[src/hw/rtl/ttip_pkg.sv]
`timescale 1ns / 1ps
// ----------------------------------------------------------------------------
// ttip_pkg
// Shared constants, codes and controller/datapath interface types for the
// track table interpolator.
// ----------------------------------------------------------------------------
package ttip_pkg;

   localparam int TABLE_DEPTH   = 4096;
   localparam int ADDR_W        = $clog2(TABLE_DEPTH);
   localparam int COUNT_W       = ADDR_W + 1;
   localparam int WORD_W        = 32;
   localparam int FRACTION_BITS = 16;
   localparam int DIV_CNT_W     = $clog2(FRACTION_BITS);
   localparam int ENTRY_W       = 3 * WORD_W;

   // Request opcodes.
   localparam logic OP_LOAD   = 1'b0;
   localparam logic OP_INTERP = 1'b1;

   // Result status codes.
   localparam logic ST_OK    = 1'b0;
   localparam logic ST_EMPTY = 1'b1;

   // Table read address sources.
   typedef enum logic [2:0] {
      ADDR_ZERO,
      ADDR_LAST,
      ADDR_MID,
      ADDR_LO,
      ADDR_HI
   } addr_sel_type;

   // Commands from the controller to the datapath.
   typedef struct packed {
      logic         cap_query;
      logic         rd_en;
      addr_sel_type addr_sel;
      logic         set_empty;
      logic         set_entry;
      logic         init_search;
      logic         upd_search;
      logic         cap_lo;
      logic         cap_hi;
      logic         div_step;
      logic         mul_az;
      logic         mul_el;
      logic         add_az;
      logic         add_el;
      logic         push;
   } cmd_type;

   // Status from the datapath to the controller.
   typedef struct packed {
      logic n_zero;
      logic le_entry;
      logic ge_entry;
      logic search_done;
      logic div_last;
      logic rsp_full;
   } sts_type;

endpackage

[src/hw/rtl/ttip_ctrl.sv]
`timescale 1ns / 1ps
// ----------------------------------------------------------------------------
// ttip_ctrl
// Sequencer: end checks, binary search, serial divide, two multiplies and
// result hand-off.
// ----------------------------------------------------------------------------
module ttip_ctrl (
   input  logic              clock,
   input  logic              reset,
   input  logic              req_valid,
   input  logic              req_opcode,
   output logic              req_stall,
   input  ttip_pkg::sts_type sts,
   output ttip_pkg::cmd_type cmd
);

   typedef enum logic [3:0] {
      S_IDLE,
      S_START,
      S_FIRST,
      S_LAST,
      S_SRCH_ISSUE,
      S_SRCH_CMP,
      S_GET_LO,
      S_GET_HI,
      S_DIV,
      S_MUL_AZ,
      S_ADD_AZ,
      S_ADD_EL,
      S_PUSH
   } state_type;

   state_type state_ff, state_in;
   logic      stall_ff, stall_in;

   // Next state and commands.
   always_comb begin
      state_in     = state_ff;
      cmd          = '0;
      cmd.addr_sel = ttip_pkg::ADDR_ZERO;
      case (state_ff)
         S_IDLE: begin
            if (req_valid && (req_opcode == ttip_pkg::OP_INTERP)) begin
               cmd.cap_query = 1'b1;
               state_in      = S_START;
            end
         end
         S_START: begin
            if (sts.n_zero) begin
               cmd.set_empty = 1'b1;
               state_in      = S_PUSH;
            end else begin
               cmd.rd_en    = 1'b1;
               cmd.addr_sel = ttip_pkg::ADDR_ZERO;
               state_in     = S_FIRST;
            end
         end
         S_FIRST: begin
            if (sts.le_entry) begin
               cmd.set_entry = 1'b1;
               state_in      = S_PUSH;
            end else begin
               cmd.rd_en    = 1'b1;
               cmd.addr_sel = ttip_pkg::ADDR_LAST;
               state_in     = S_LAST;
            end
         end
         S_LAST: begin
            if (sts.ge_entry) begin
               cmd.set_entry = 1'b1;
               state_in      = S_PUSH;
            end else begin
               cmd.init_search = 1'b1;
               state_in        = S_SRCH_ISSUE;
            end
         end
         S_SRCH_ISSUE: begin
            cmd.rd_en = 1'b1;
            if (sts.search_done) begin
               cmd.addr_sel = ttip_pkg::ADDR_LO;
               state_in     = S_GET_LO;
            end else begin
               cmd.addr_sel = ttip_pkg::ADDR_MID;
               state_in     = S_SRCH_CMP;
            end
         end
         S_SRCH_CMP: begin
            cmd.upd_search = 1'b1;
            state_in       = S_SRCH_ISSUE;
         end
         S_GET_LO: begin
            cmd.cap_lo   = 1'b1;
            cmd.rd_en    = 1'b1;
            cmd.addr_sel = ttip_pkg::ADDR_HI;
            state_in     = S_GET_HI;
         end
         S_GET_HI: begin
            cmd.cap_hi = 1'b1;
            state_in   = S_DIV;
         end
         S_DIV: begin
            cmd.div_step = 1'b1;
            if (sts.div_last) begin
               state_in = S_MUL_AZ;
            end
         end
         S_MUL_AZ: begin
            cmd.mul_az = 1'b1;
            state_in   = S_ADD_AZ;
         end
         S_ADD_AZ: begin
            cmd.add_az = 1'b1;
            cmd.mul_el = 1'b1;
            state_in   = S_ADD_EL;
         end
         S_ADD_EL: begin
            cmd.add_el = 1'b1;
            state_in   = S_PUSH;
         end
         S_PUSH: begin
            if (!sts.rsp_full) begin
               cmd.push = 1'b1;
               state_in = S_IDLE;
            end
         end
         default: begin
            state_in = S_IDLE;
         end
      endcase
      stall_in = (state_in != S_IDLE);
   end

   // State and registered stall.
   always_ff @(posedge clock) begin
      if (reset) begin
         state_ff <= S_IDLE;
         stall_ff <= 1'b0;
      end else begin
         state_ff <= state_in;
         stall_ff <= stall_in;
      end
   end

   assign req_stall = stall_ff;

endmodule

[config.mk]
export PLATFORM = sky130hd
export DESIGN_NAME = ttip_ctrl
export DESIGN_NICKNAME = d
export VERILOG_FILES = /design/src/hw/rtl/ttip_pkg.sv /design/src/hw/rtl/ttip_ctrl.sv
export SDC_FILE = /design/constraint.sdc
export NUM_CORES = 1
export LEC_CHECK = 0
export BUFFER_PORTS_ARGS = -buffer_cell sky130_fd_sc_hd__buf_2
export CAP_MARGIN = 20
export CORE_AREA = 2 2 39 41
export DETAILED_ROUTE_END_ITERATION = 16
export DIE_AREA = 0 0 41 43
export PLACE_DENSITY_LB_ADDON = 0.15
export SLEW_MARGIN = 0
export SYNTH_ARGS = -nofsm -noshare
export SYNTH_HDL_FRONTEND = slang
export SYNTH_SLANG_ARGS = --single-unit
[constraint.sdc]
create_clock -name clock -period 2.9 [get_ports clock]
set_clock_uncertainty 0.15 [all_clocks]
set_input_delay 0.725 -clock clock [delete_from_list [all_inputs] [get_ports clock]]
set_output_delay 0.725 -clock clock [all_outputs]
set_load 0.005 [all_outputs]
==> results of run 1 <==
## sequential cells by signal, indices dropped and copies added, names as in the netlist
| register | count |
|---|---|
| req_stall | 1 |
| state_ff | 4 |
## area by class of cell
| type | count | area (µm²) | area share [%] |
|---|---|---|---|
| clock buffer | 4 | 26.3 | 4.02 |
| inverter | 4 | 15.0 | 2.29 |
| multi-input combinational | 57 | 358 | 54.7 |
| sequential | 5 | 100 | 15.3 |
| tap | 16 | 20.0 | 3.06 |
| timing repair buffer | 27 | 135 | 20.7 |
## through the flow
step | setup WS [ps] | instance area (µm²) | power, mW
floorplan | 888 | 522 | 0.239
global placement | 658 | 628 | 0.278
detailed placement | 654 | 628 | 0.279
CTS | 457 | 654 | 0.360
global route | 279 | 654 | 0.391
finish | 484 | 654 | 0.355
## cells in the final DEF, fill, tap and decap left out
master	count
buf_2	27
nor2_1	14
nand2_1	5
a21oi_1	5
dfxtp_1	5
inv_1	4
nor3_1	4
o22ai_1	4
nand2b_1	3
clkbuf_4	3
mux2i_1	2
nand3b_1	2
or2b_2	1
or2_2	1
or2_1	1
and2_1	1
o21a_1	1
o32a_1	1
nor4_1	1
or4_4	1
a31oi_1	1
and2b_2	1
o21bai_1	1
o22ai_2	1
a21oi_2	1
nor2b_1	1
a2111oi_2	1
a211oi_1	1
a41oi_2	1
mux2_2	1
clkbuf_1	1
## final timing paths
path                                             start                endpoint
worst max-delay path            state_ff[0]$_SDFF_PP0_                 cmd[15]
worst max register to register  state_ff[0]$_SDFF_PP0_    req_stall$_SDFF_PP0_
worst min register to register  state_ff[2]$_SDFF_PP0_  state_ff[1]$_SDFF_PP0_
worst min-delay path                             reset    req_stall$_SDFF_PP0_
## worst reg2reg max path, cell delays in order (launching register included)
cell and delay (ps):
dfxtp_1 570, nand2_1 300, mux2i_1 180, a211oi_1 240, a41oi_2 140
## cells by family after synthesis
kind of cell,Yosys count
buffers and inverters,10
AO/OA/AOI/OAI,18
multiplexers,3
AND/OR/NAND/NOR,36
flip-flops,5
## where the power goes
group          internal [mW]  switching (mW)  total, mW
Combinational         0.0819          0.0826      0.165
Sequential            0.0833          0.0285      0.112
Clock                 0.0519          0.0272     0.0792
## routing by layer
metal  track usage (%)  vias up  part of all wire (%)  routed length (µm)
li1                  -      304                     -                   -
met4              4.00        0                  0.68                   9
met5                 0        -                     0                   0
met1              25.2      254                    45                 590
met3              3.14        2                   6.4                  84
met2              24.1       20                    48                 636
==> results, run 1 <==
- The multiplexer fraction of the synthesized cell area is 6.00%.
- The worst ir drop on vdd is 0.000255 V.
- The cell total after placement is 109.
- The number of placed I/O pins is 28.
- The via count of the first global-routing pass is 473.
- The cell with the largest stage delay on the worst path is dfxtp_1.
- The detail route stage leaves a number of antenna-violating nets equal to 0.
- Once the floorplan was initialized, standard cells occupied 37.7% of the core.
- The total half-perimeter wirelength after legalization and detailed placement is 1.01 mm.
- The first-iteration detailed-routing DRC count is 5.
- In this run the static leakage power is 0.305 nW.
- Yosys attributes the largest share of cell area to dfxtp_1, nor2_1, buf_4.
- In this run, distinct cell masters in the synthesized netlist total 30.
- The number of inserted filler cells in the final layout is 156.
- The congestion estimate from routability-driven global placement came to 0.774.
- The worst reg-to-reg setup slack is 1180 ps.
- The share of flip-flops with an asynchronous set or reset is 0%.
- From bottom edge to top edge, the die measures 43 µm.
- Across the run, the number of max-cap violations was 0.
- STA classifies the critical path startpoint as a register.
- Buffers inserted during clock tree synthesis total 3.
- The cell type with the largest total area after synthesis is dfxtp_1.
- For the finished layout, the period the worst path requires is 2420 ps.
- The finished layout holds 113 standard cells, fillers aside.
- The clock insertion delay at the later pin of the skew report is 240 ps.
- In this run the tool buffered the top-level ports with 27 buffer cells.
- The utilization after layout is 47.3%.
- The clock passes through at most 2 buffers.
- The buffering stage count on the worst path with inverters included is 1.
- For this run, the register share of the synthesized area comes to 19.2%.
- The post-layout net count is 108.
- The core region is 1380 µm².
- The measured slew at the worst slew-check pin is 436 ps.
- The total number of cells along the worst setup path is 4.
- The synthesized netlist devotes 35.5% of its cell area to simple gates.
- Counting every net in the synthesized netlist gives 82.
- In the synthesized netlist the dominant register cell turns out to be dfxtp_1.
- The initial antenna violation count is 0.
- The max-slew violation total from the final report is 0.
- The cell area after synthesis is 522 µm².
- The final hold slack is 560 ps.
- The total count of hold-check failures in the final report came to 0.
- The first-pass GRT wire length is 2.09 mm.
- The synthesized netlist devotes 27.1% of its cell area to compound gates.
- Post-CTS timing repair inserted 0 buffers for setup.
- The number of cell instances on the worst register-to-register path is 4.
- The cell with the most instances after synthesis is nor2_1.
- Post-CTS repair changed the size of 0 cells.
- The category of the most critical setup path is reg -> out.
- The part of the cycle the worst path needs is 83.3%.
- The floorplan die area is 1760 µm².
- STA classifies the critical path endpoint as an output port.
- In the global route stage, overall resource usage came out at 16.8%.
- The clock root buffer master is clkbuf_4.
- The number of H-tree levels is 1.
- In this run the worst path has a maximum fanout of 12.
- Measured against its own limit, the worst slew margin works out to 70.9%.
- The layout overhead on the synthesized area is 25.4%.
- The number of enable flip-flop cells after synthesis is 0.
- For this run, the top clock speed supported by timing is 414 MHz.
- The worst hold path belongs to the class in -> reg.
- The number of remaining DRC errors is 0.
- Dividing the detail-routed via count by the number of cells gives 5.13.
- The initialized floorplan defines 14 standard-cell rows.
- The clock slew at the register clock pins of the worst setup and hold paths is 40 ps.
- Across all layers, the routed design uses 580 vias.
- The XOR/XNOR share of the synthesized area is 0%.
- Setup repair after global routing left no endpoint under its margin.
- Counting every instance in the synthesized netlist gives 72.
- The count of state elements after synthesis is 5.
- The run finished with clean final reports.
- Summing the areas of all fa, ha and maj instances in the mapped netlist gives 0% of the synthesized area.
- The signal on the critical path passes through nand2b_1 -> o32a_1 -> nor2_1 -> buf_2.
- The largest single stage delay on the critical path is 570 ps.
- The final count of negative-setup-slack endpoints is 0.
- After detailed routing, the total wire length is 1.32 mm.
- Entering global routing, the biggest net connects 14 pins.
- The fraction of final layout cells sized beyond drive strength 1 is 40.2%.
- The remaining global-route overflow is 0.
- The proportion of netlist area held by the largest area contributor is 19.2%.
- The cell type group with the largest total delay on the critical path is flip-flops.
- The post-detailed-route wirelength per cell is 11.7 µm.
- The total negative slack is 0 ps.
- TritonCTS built the clock tree.
- The total inserted antenna cells is 0.
- STA puts the critical path data arrival time at 1540 ps.
- Sorting the synthesized cells by how often they occur yields nor2_1, a21oi_1, buf_4, dfxtp_1, nand2_1.
- The worst hold path stage count is 2.
- For this design, the CTS-stage hold fixing added 0 buffers.
- The average instance in the mapped netlist occupies 7.25 µm².
- After synthesis, the largest family of logic cells by area is simple AND/OR/NAND/NOR gates.
- The first TritonRoute pass finished after 4 iterations.
- The synthesis warning total is 0.
- STA puts the critical path data required time at 2030 ps.
- In this run the horizontal extent of the chip is 41 µm.
- For this design the ratio of total power to cell area is 543 nW/µm².
- Counting every sink on the clock net gives 5.
(Power assumes the default switching activity.)
==> inputs of run 2 (changes only) <==
==> constraint.sdc (replaced) <==
create_clock -name clock -period 2.51 [get_ports clock]
set_clock_uncertainty 0.15 [all_clocks]
set_input_delay 0.6275 -clock clock [delete_from_list [all_inputs] [get_ports clock]]
set_output_delay 0.6275 -clock clock [all_outputs]
set_load 0.005 [all_outputs]
==> run 2 against run 1 <==
Against the previous run:
- first-iteration DRC count grew 60%
- register-to-register slack worse by 410 ps
- core utilization unchanged
- setup slack got worse by 250 ps
- sequential power is 15% higher
- non-clock buffer count unchanged
- via count grew 2.1%
- die area unchanged
==> results, run 2 (same netlist as run 1, synthesis figures left out) <==
- The clock power share is 22.1% (was 22.3%).
- The final count of negative-setup-slack endpoints is 0 (unchanged).
- The worst path setup slack after routing is 237 ps (was 484 ps).
- The worst reg-to-reg setup slack is 770 ps (was 1180 ps).
- The total inserted antenna cells is 0 (unchanged).
- The number of placed I/O pins is 28 (unchanged).
- The setup slack at placement is 464 ps (was 654 ps).
- The number of remaining DRC errors is 0 (unchanged).
- The register name with the most flops is state_ff (unchanged).
- The number of hold buffers added after cts is 0 (unchanged).
- The clock insertion delay at the later pin of the skew report is 240 ps (about the same).
- The data arrival time at the worst-slack endpoint was 1500 ps (was 1540 ps).
- The first-pass GRT wire length is 2.00 mm (was 2.09 mm).
- The standard-cell row count was 14 (unchanged).
- The die span in y was 43 µm (unchanged).
- The normalized max-slew margin is 71.2% (was 70.9%).
- The quantity of I/O buffers inserted on ports is 27 (unchanged).
- Highest-count cells in the layout ignoring fill and taps: buf_2, nor2_1, nand2_1, a21oi_1, dfxtp_1 (unchanged).
- The total negative slack is 0 ps (unchanged).
- The total setup buffers inserted after CTS is 0 (unchanged).
- The max-slew violation total from the final report is 0 (unchanged).
- Setup repair after global routing missed its margin: false (unchanged).
- The length of the first detailed-routing pass in iterations is 4 (unchanged).
- The power per cell area is 623 nW/µm² (was 543 nW/µm²).
- The part of the cycle the worst path needs is 90.5%.
- The register share of total power is 31.6% (was 31.5%).
- The measured slew at the worst slew-check pin is 432 ps (was 436 ps).
- The clock sink total is 5 (unchanged).
- The share of total power in combinational logic is 46.3% (about the same).
- The max-capacitance violation count is 0 (unchanged).
- The placer congestion estimate came to 0.763 (was 0.774).
- The kind of launch point of the worst setup path was a register (unchanged).
- The total count of hold-check failures in the final report is 0 (unchanged).
- The path class of the lowest-slack min-delay path is in -> reg (unchanged).
- The category of the most critical setup path is reg -> out (unchanged).
- The floorplan die area is 1760 µm² (unchanged).
- The maximum root-to-sink buffer count is 2 (unchanged).
- The switching power of the nets is 0.157 mW (was 0.138 mW).
- The final hold slack was 464 ps (was 560 ps).
- The worst path required time is 1730 ps (was 2030 ps).
- The leakage power of the design was 0.305 nW (unchanged).
- The number of buffers added by the clock tree synthesis step is 3 (unchanged).
- The post-layout net count is 108 (unchanged).
- The initial antenna violation count came to 0 (unchanged).
- The area of the core region came to 1380 µm² (unchanged).
- The clock slew at the register clock pins of the worst setup and hold paths is 40 ps (about the same).
- The floorplan die width was 41 µm (unchanged).
- The commonest non-fill, non-tap cell in the layout was buf_2 (unchanged).
- The layout overhead on the synthesized area was 25.4% (unchanged).
- The initial core utilization came to 37.7% (unchanged).
- The fraction of power spent switching nets is 38.5% (was 38.9%).
- The TritonCTS clock tree is built (unchanged).
- The total half-perimeter wirelength after legalization and detailed placement is 999 µm (was 1.01 mm).
- The remaining global-route overflow is 0 (unchanged).
- For the finished layout, the period the worst path requires is 2270 ps.
- The highest net fanout along the worst path is 11 (was 12).
- The first-iteration detailed-routing DRC count is 8 (was 5).
- The total track usage is 16.3% (was 16.8%).
- The clock root buffer master is clkbuf_4 (unchanged).
- The number of vias per cell after detailed routing is 5.24 (was 5.13).
- Based on the critical path, the design can be clocked at up to 440 MHz.
- The total via count in the routed design came to 592 (was 580).
- Result of the run: finished clean (unchanged).
- The worst ir drop on vdd was 0.000408 V (was 0.000255 V).
- The final routed wirelength across all metal layers was 1.29 mm (was 1.32 mm).
- The number of flip-flops under the largest register name is 4 (unchanged).
- The post-detailed-route wirelength per cell was 11.4 µm (was 11.7 µm).
- The via count of the first global-routing pass came to 485 (was 473).
- The number of gates resized after cts is 0 (unchanged).
- The remaining number of nets flagged by the antenna check after routing was 0 (unchanged).
- The endpoint class of the critical path is an output port (unchanged).
- The pin count of the biggest net entering global routing came to 14 (unchanged).
- The number of H-tree levels was 1 (unchanged).
- The cell-internal power is 0.251 mW (was 0.217 mW).
- The fraction of final layout cells sized beyond drive strength 1 came to 40.2% (unchanged).
==> run 2: cell counts in the layout (fill, tap and decap cells not counted) <==
Identical to the previous run, type by type.
==> run 2: power by group through the flow <==
stage	registers (mW)	logic (mW)	clock network, mW
floorplan	0.106	0.171	0
global placement	0.130	0.190	0
detailed placement	0.130	0.190	0
CTS	0.129	0.191	0.0944
global route	0.132	0.212	0.104
finish	0.129	0.189	0.0902
==> run 2: final timing paths <==
path	startpoint	endpoint	cells past startpoint
worst min-delay path	reset	req_stall$_SDFF_PP0_	2
worst min register to register	state_ff[0]$_SDFF_PP0_	state_ff[0]$_SDFF_PP0_	3
worst max register to register	state_ff[0]$_SDFF_PP0_	req_stall$_SDFF_PP0_	4
worst max-delay path	state_ff[2]$_SDFF_PP0_	cmd[15]	5
==> run 2: critical path: stages, from the launching register on <==
cell	delay, ps
dfxtp_1	530
inv_1	220
o21a_1	150
o32a_1	160
nor2_1	70
buf_2	110
==> run 2: metal layers <==
metal	global-route usage (%)	up-vias	part of all wire (%)
met5	0	-	0
met4	0	0	0
met3	7.85	0	7.1
met2	25.6	21	45
met1	20.9	268	47
li1	-	303	-
==> run 2: cell type report <==
class | instances | area (µm²)
fill | 148 | 729
multi-input combinational | 57 | 358
inverter | 4 | 15.0
tap | 16 | 20.0
sequential | 5 | 100
timing repair buffer | 27 | 135
clock buffer | 4 | 26.3
==> run 2: through the flow <==
step	instance area (µm²)	power (mW)	util (%)	std cells
floorplan	522	0.276	-	72
global placement	628	0.321	45.4	109
detailed placement	628	0.320	45.4	109
CTS	654	0.414	47.3	113
global route	654	0.448	47.3	113
finish	654	0.408	47.3	113
==> inputs of run 3 (changes only) <==
--- a/config.mk
+++ b/config.mk
@@ -10,7 +10,8 @@
 export CORE_AREA = 2 2 39 41
 export DETAILED_ROUTE_END_ITERATION = 16
 export DIE_AREA = 0 0 41 43
-export PLACE_DENSITY_LB_ADDON = 0.15
+export PLACE_DENSITY = 0.71
+export SETUP_SLACK_MARGIN = 0.4
 export SLEW_MARGIN = 0
 export SYNTH_ARGS = -nofsm -noshare
 export SYNTH_HDL_FRONTEND = slang
==> run 3 against run 2 <==
Against the previous run:
- total power up 17%
- combinational power increased by 39%
- first-iteration DRC count grew to 2.8 times the previous value
- largest cell class unchanged
- wire length is 17% higher
- clock-buffer cell count stayed put
==> results, run 3 (same netlist as run 1, synthesis figures left out) <==
- The kind of launch point of the worst setup path was a register (unchanged).
- The total track usage is 16.1% (was 16.3%).
- Cells along the critical path: or4_4 -> nor2_2 -> buf_2 (was inv_1 -> o21a_1 -> o32a_1 -> nor2_1 -> buf_2).
- The number of flip-flops under the largest register name is 4 (unchanged).
- The remaining number of nets flagged by the antenna check after routing is 0 (unchanged).
- The final count of negative-setup-slack endpoints was 0 (unchanged).
- The worst reg-to-reg setup slack is 800 ps (was 770 ps).
- The layout overhead on the synthesized area is 47.5% (was 25.4%).
- The post-layout net count is 119 (was 108).
- The placer congestion estimate is 0.880 (was 0.763).
- The first-pass GRT wire length is 2.04 mm (was 2.00 mm).
- The leakage power of the design is 0.364 nW (was 0.305 nW).
- Result of the run: finished clean (unchanged).
- The measured slew at the worst slew-check pin is 361 ps (was 432 ps).
- The floorplan die width is 41 µm (unchanged).
- The post-detailed-route wirelength per cell is 12.2 µm (was 11.4 µm).
- The standard-cell row count was 14 (unchanged).
- The length of the first detailed-routing pass in iterations is 4 (unchanged).
- The number of cell instances on the worst register-to-register path was 5 (was 4).
- The initial antenna violation count was 0 (unchanged).
- The cell-internal power was 0.299 mW (was 0.251 mW).
- The final routed wirelength across all metal layers was 1.51 mm (was 1.29 mm).
- The total inserted antenna cells was 0 (unchanged).
- The number of H-tree levels is 1 (unchanged).
- The path class of the lowest-slack min-delay path is in -> reg (unchanged).
- The number of remaining DRC errors is 0 (unchanged).
- The worst hold path stage count is 2 (unchanged).
- The number of placed I/O pins is 28 (unchanged).
- The clock insertion delay at the later pin of the skew report came to 240 ps (about the same).
- The critical path's largest stage delay is 540 ps (was 530 ps).
- The utilization after layout is 55.6% (was 47.3%).
- Highest-count cells in the layout ignoring fill and taps: buf_2, nor2_1, buf_4, nand2_1, a21oi_1 (was buf_2, nor2_1, nand2_1, a21oi_1, dfxtp_1).
- The total negative slack was 0 ps (unchanged).
- The pin count of the biggest net entering global routing is 14 (unchanged).
- The total via count in the routed design came to 645 (was 592).
- The total half-perimeter wirelength after legalization and detailed placement is 1.01 mm (was 999 µm).
- The part of the cycle the worst path needs came to 83.4% (was 90.5%).
- The category of the most critical setup path is reg -> out (unchanged).
- The register share of total power came to 26.1% (was 31.6%).
- The switching power of the nets is 0.180 mW (was 0.157 mW).
- The data arrival time at the worst-slack endpoint is 1320 ps (was 1500 ps).
- The power per cell area came to 622 nW/µm² (was 623 nW/µm²).
- The start of the worst register-to-register path is state_ff[2]$_SDFF_PP0_ (was state_ff[0]$_SDFF_PP0_).
- The fraction of final layout cells sized beyond drive strength 1 is 53.7% (was 40.2%).
- The endpoint class of the critical path is an output port (unchanged).
- The floorplan die area came to 1760 µm² (unchanged).
- The number of buffers added by the clock tree synthesis step is 3 (unchanged).
- The source of the worst hold timing path is reset (unchanged).
- The clock sink total was 5 (unchanged).
- The worst path required time is 1730 ps (about the same).
- The initial core utilization is 37.7% (unchanged).
- The total count of hold-check failures in the final report is 0 (unchanged).
- The first-iteration detailed-routing DRC count is 22 (was 8).
- The end point of the worst hold path is state_ff[1]$_SDFF_PP0_ (was req_stall$_SDFF_PP0_).
- The area of the core region is 1380 µm² (unchanged).
- The die span in y is 43 µm (unchanged).
- The commonest non-fill, non-tap cell in the layout is buf_2 (unchanged).
- The reg-to-reg critical path endpoint was req_stall$_SDFF_PP0_ (unchanged).
- The clock root buffer master is clkbuf_4 (unchanged).
- The share of total power in combinational logic is 54.8% (was 46.3%).
- Setup repair after global routing missed its margin: true (was false).
- The clock power share was 19.1% (was 22.1%).
- The fraction of power spent switching nets came to 37.6% (was 38.5%).
- The max-slew violation total from the final report is 0 (unchanged).
- The maximum root-to-sink buffer count is 2 (unchanged).
- The number of vias per cell after detailed routing is 5.20 (was 5.24).
- The highest net fanout along the worst path is 7 (was 11).
- The cell with the largest stage delay on the worst path was or4_4 (was dfxtp_1).
- The quantity of I/O buffers inserted on ports came to 27 (unchanged).
- The worst ir drop on vdd was 0.000381 V (was 0.000408 V).
- The maximum clock rate came to 478 MHz (was 440 MHz).
- The max-capacitance violation count came to 0 (unchanged).
- The final period demand of the worst path came to 2090 ps (was 2270 ps).
- The TritonCTS clock tree is built (unchanged).
- The normalized max-slew margin came to 75.9% (was 71.2%).
- The register name with the most flops is state_ff (unchanged).
- The via count of the first global-routing pass was 475 (was 485).
- The clock slew at the register clock pins of the worst setup and hold paths came to 40 ps (about the same).
- The remaining global-route overflow is 0 (unchanged).
==> run 3: cell type report <==
class / instances / area [µm²]
repair buffers: 38 / 215
multi-input cells: 57 / 374
clock buffers: 4 / 26.3
well taps: 16 / 20.0
fillers: 139 / 614
flip-flops and latches: 5 / 115
inverters: 4 / 18.8
==> run 3: worst max-delay path: cells and delay by family, from the launching register on <==
family	cells	cell delay [ps]
flip-flops	1	350
buffers and inverters	1	110
AND/OR/NAND/NOR	2	620
==> run 3: power groups by stage <==
stage                     Clock (mW)  Sequential (mW)  Combinational, mW
after CTS                     0.0943            0.128              0.215
after global placement             0            0.128              0.188
after global routing          0.0968            0.127              0.286
final                         0.0915            0.125              0.262
after floorplan                    0            0.106              0.171
after detailed placement           0            0.132              0.190
==> run 3: routing by layer <==
layer / up-vias / share of wire (%) / global-route usage [%]
met5: - / 0 / 0
met4: 0 / 0 / 2.00
met3: 0 / 8.1 / 3.14
met2: 32 / 45 / 25.0
met1: 288 / 47 / 22.8
li1: 325 / - / -
==> run 3: repair_timing <==
action / 4_1_cts / 5_1_grt
buffers inserted: 3 / 8
hold buffers: 0 / 0
setup endpoints to repair: 12 / 7
resized for setup: 6 / 7
==> run 3: worst max path at each step <==
| stage | from | end | slack (ps) | cells after the start |
|---|---|---|---|---|
| floorplan | state_ff[2]$_SDFF_PP0_ | cmd[3] | 690 | 4 |
| global placement | sts[4] | cmd[15] | 480 | 5 |
| detailed placement | state_ff[0]$_SDFF_PP0_ | cmd[15] | 450 | 4 |
| CTS | state_ff[1]$_SDFF_PP0_ | cmd[15] | 390 | 4 |
| global route | state_ff[0]$_SDFF_PP0_ | cmd[16] | 370 | 3 |
| finish | state_ff[0]$_SDFF_PP0_ | cmd[16] | 420 | 3 |
==> run 3: through the flow <==
step / total power [mW] / hold WS (ps) / setup WS, ps / cell area, µm² / instances
after detailed placement: 0.322 / 669 / 447 / 628 / 109
final: 0.479 / 466 / 416 / 769 / 124
after floorplan: 0.276 / 541 / 693 / 522 / 72
after CTS: 0.437 / 456 / 390 / 687 / 116
after global placement: 0.316 / 653 / 475 / 628 / 109
after global routing: 0.509 / 474 / 367 / 769 / 124
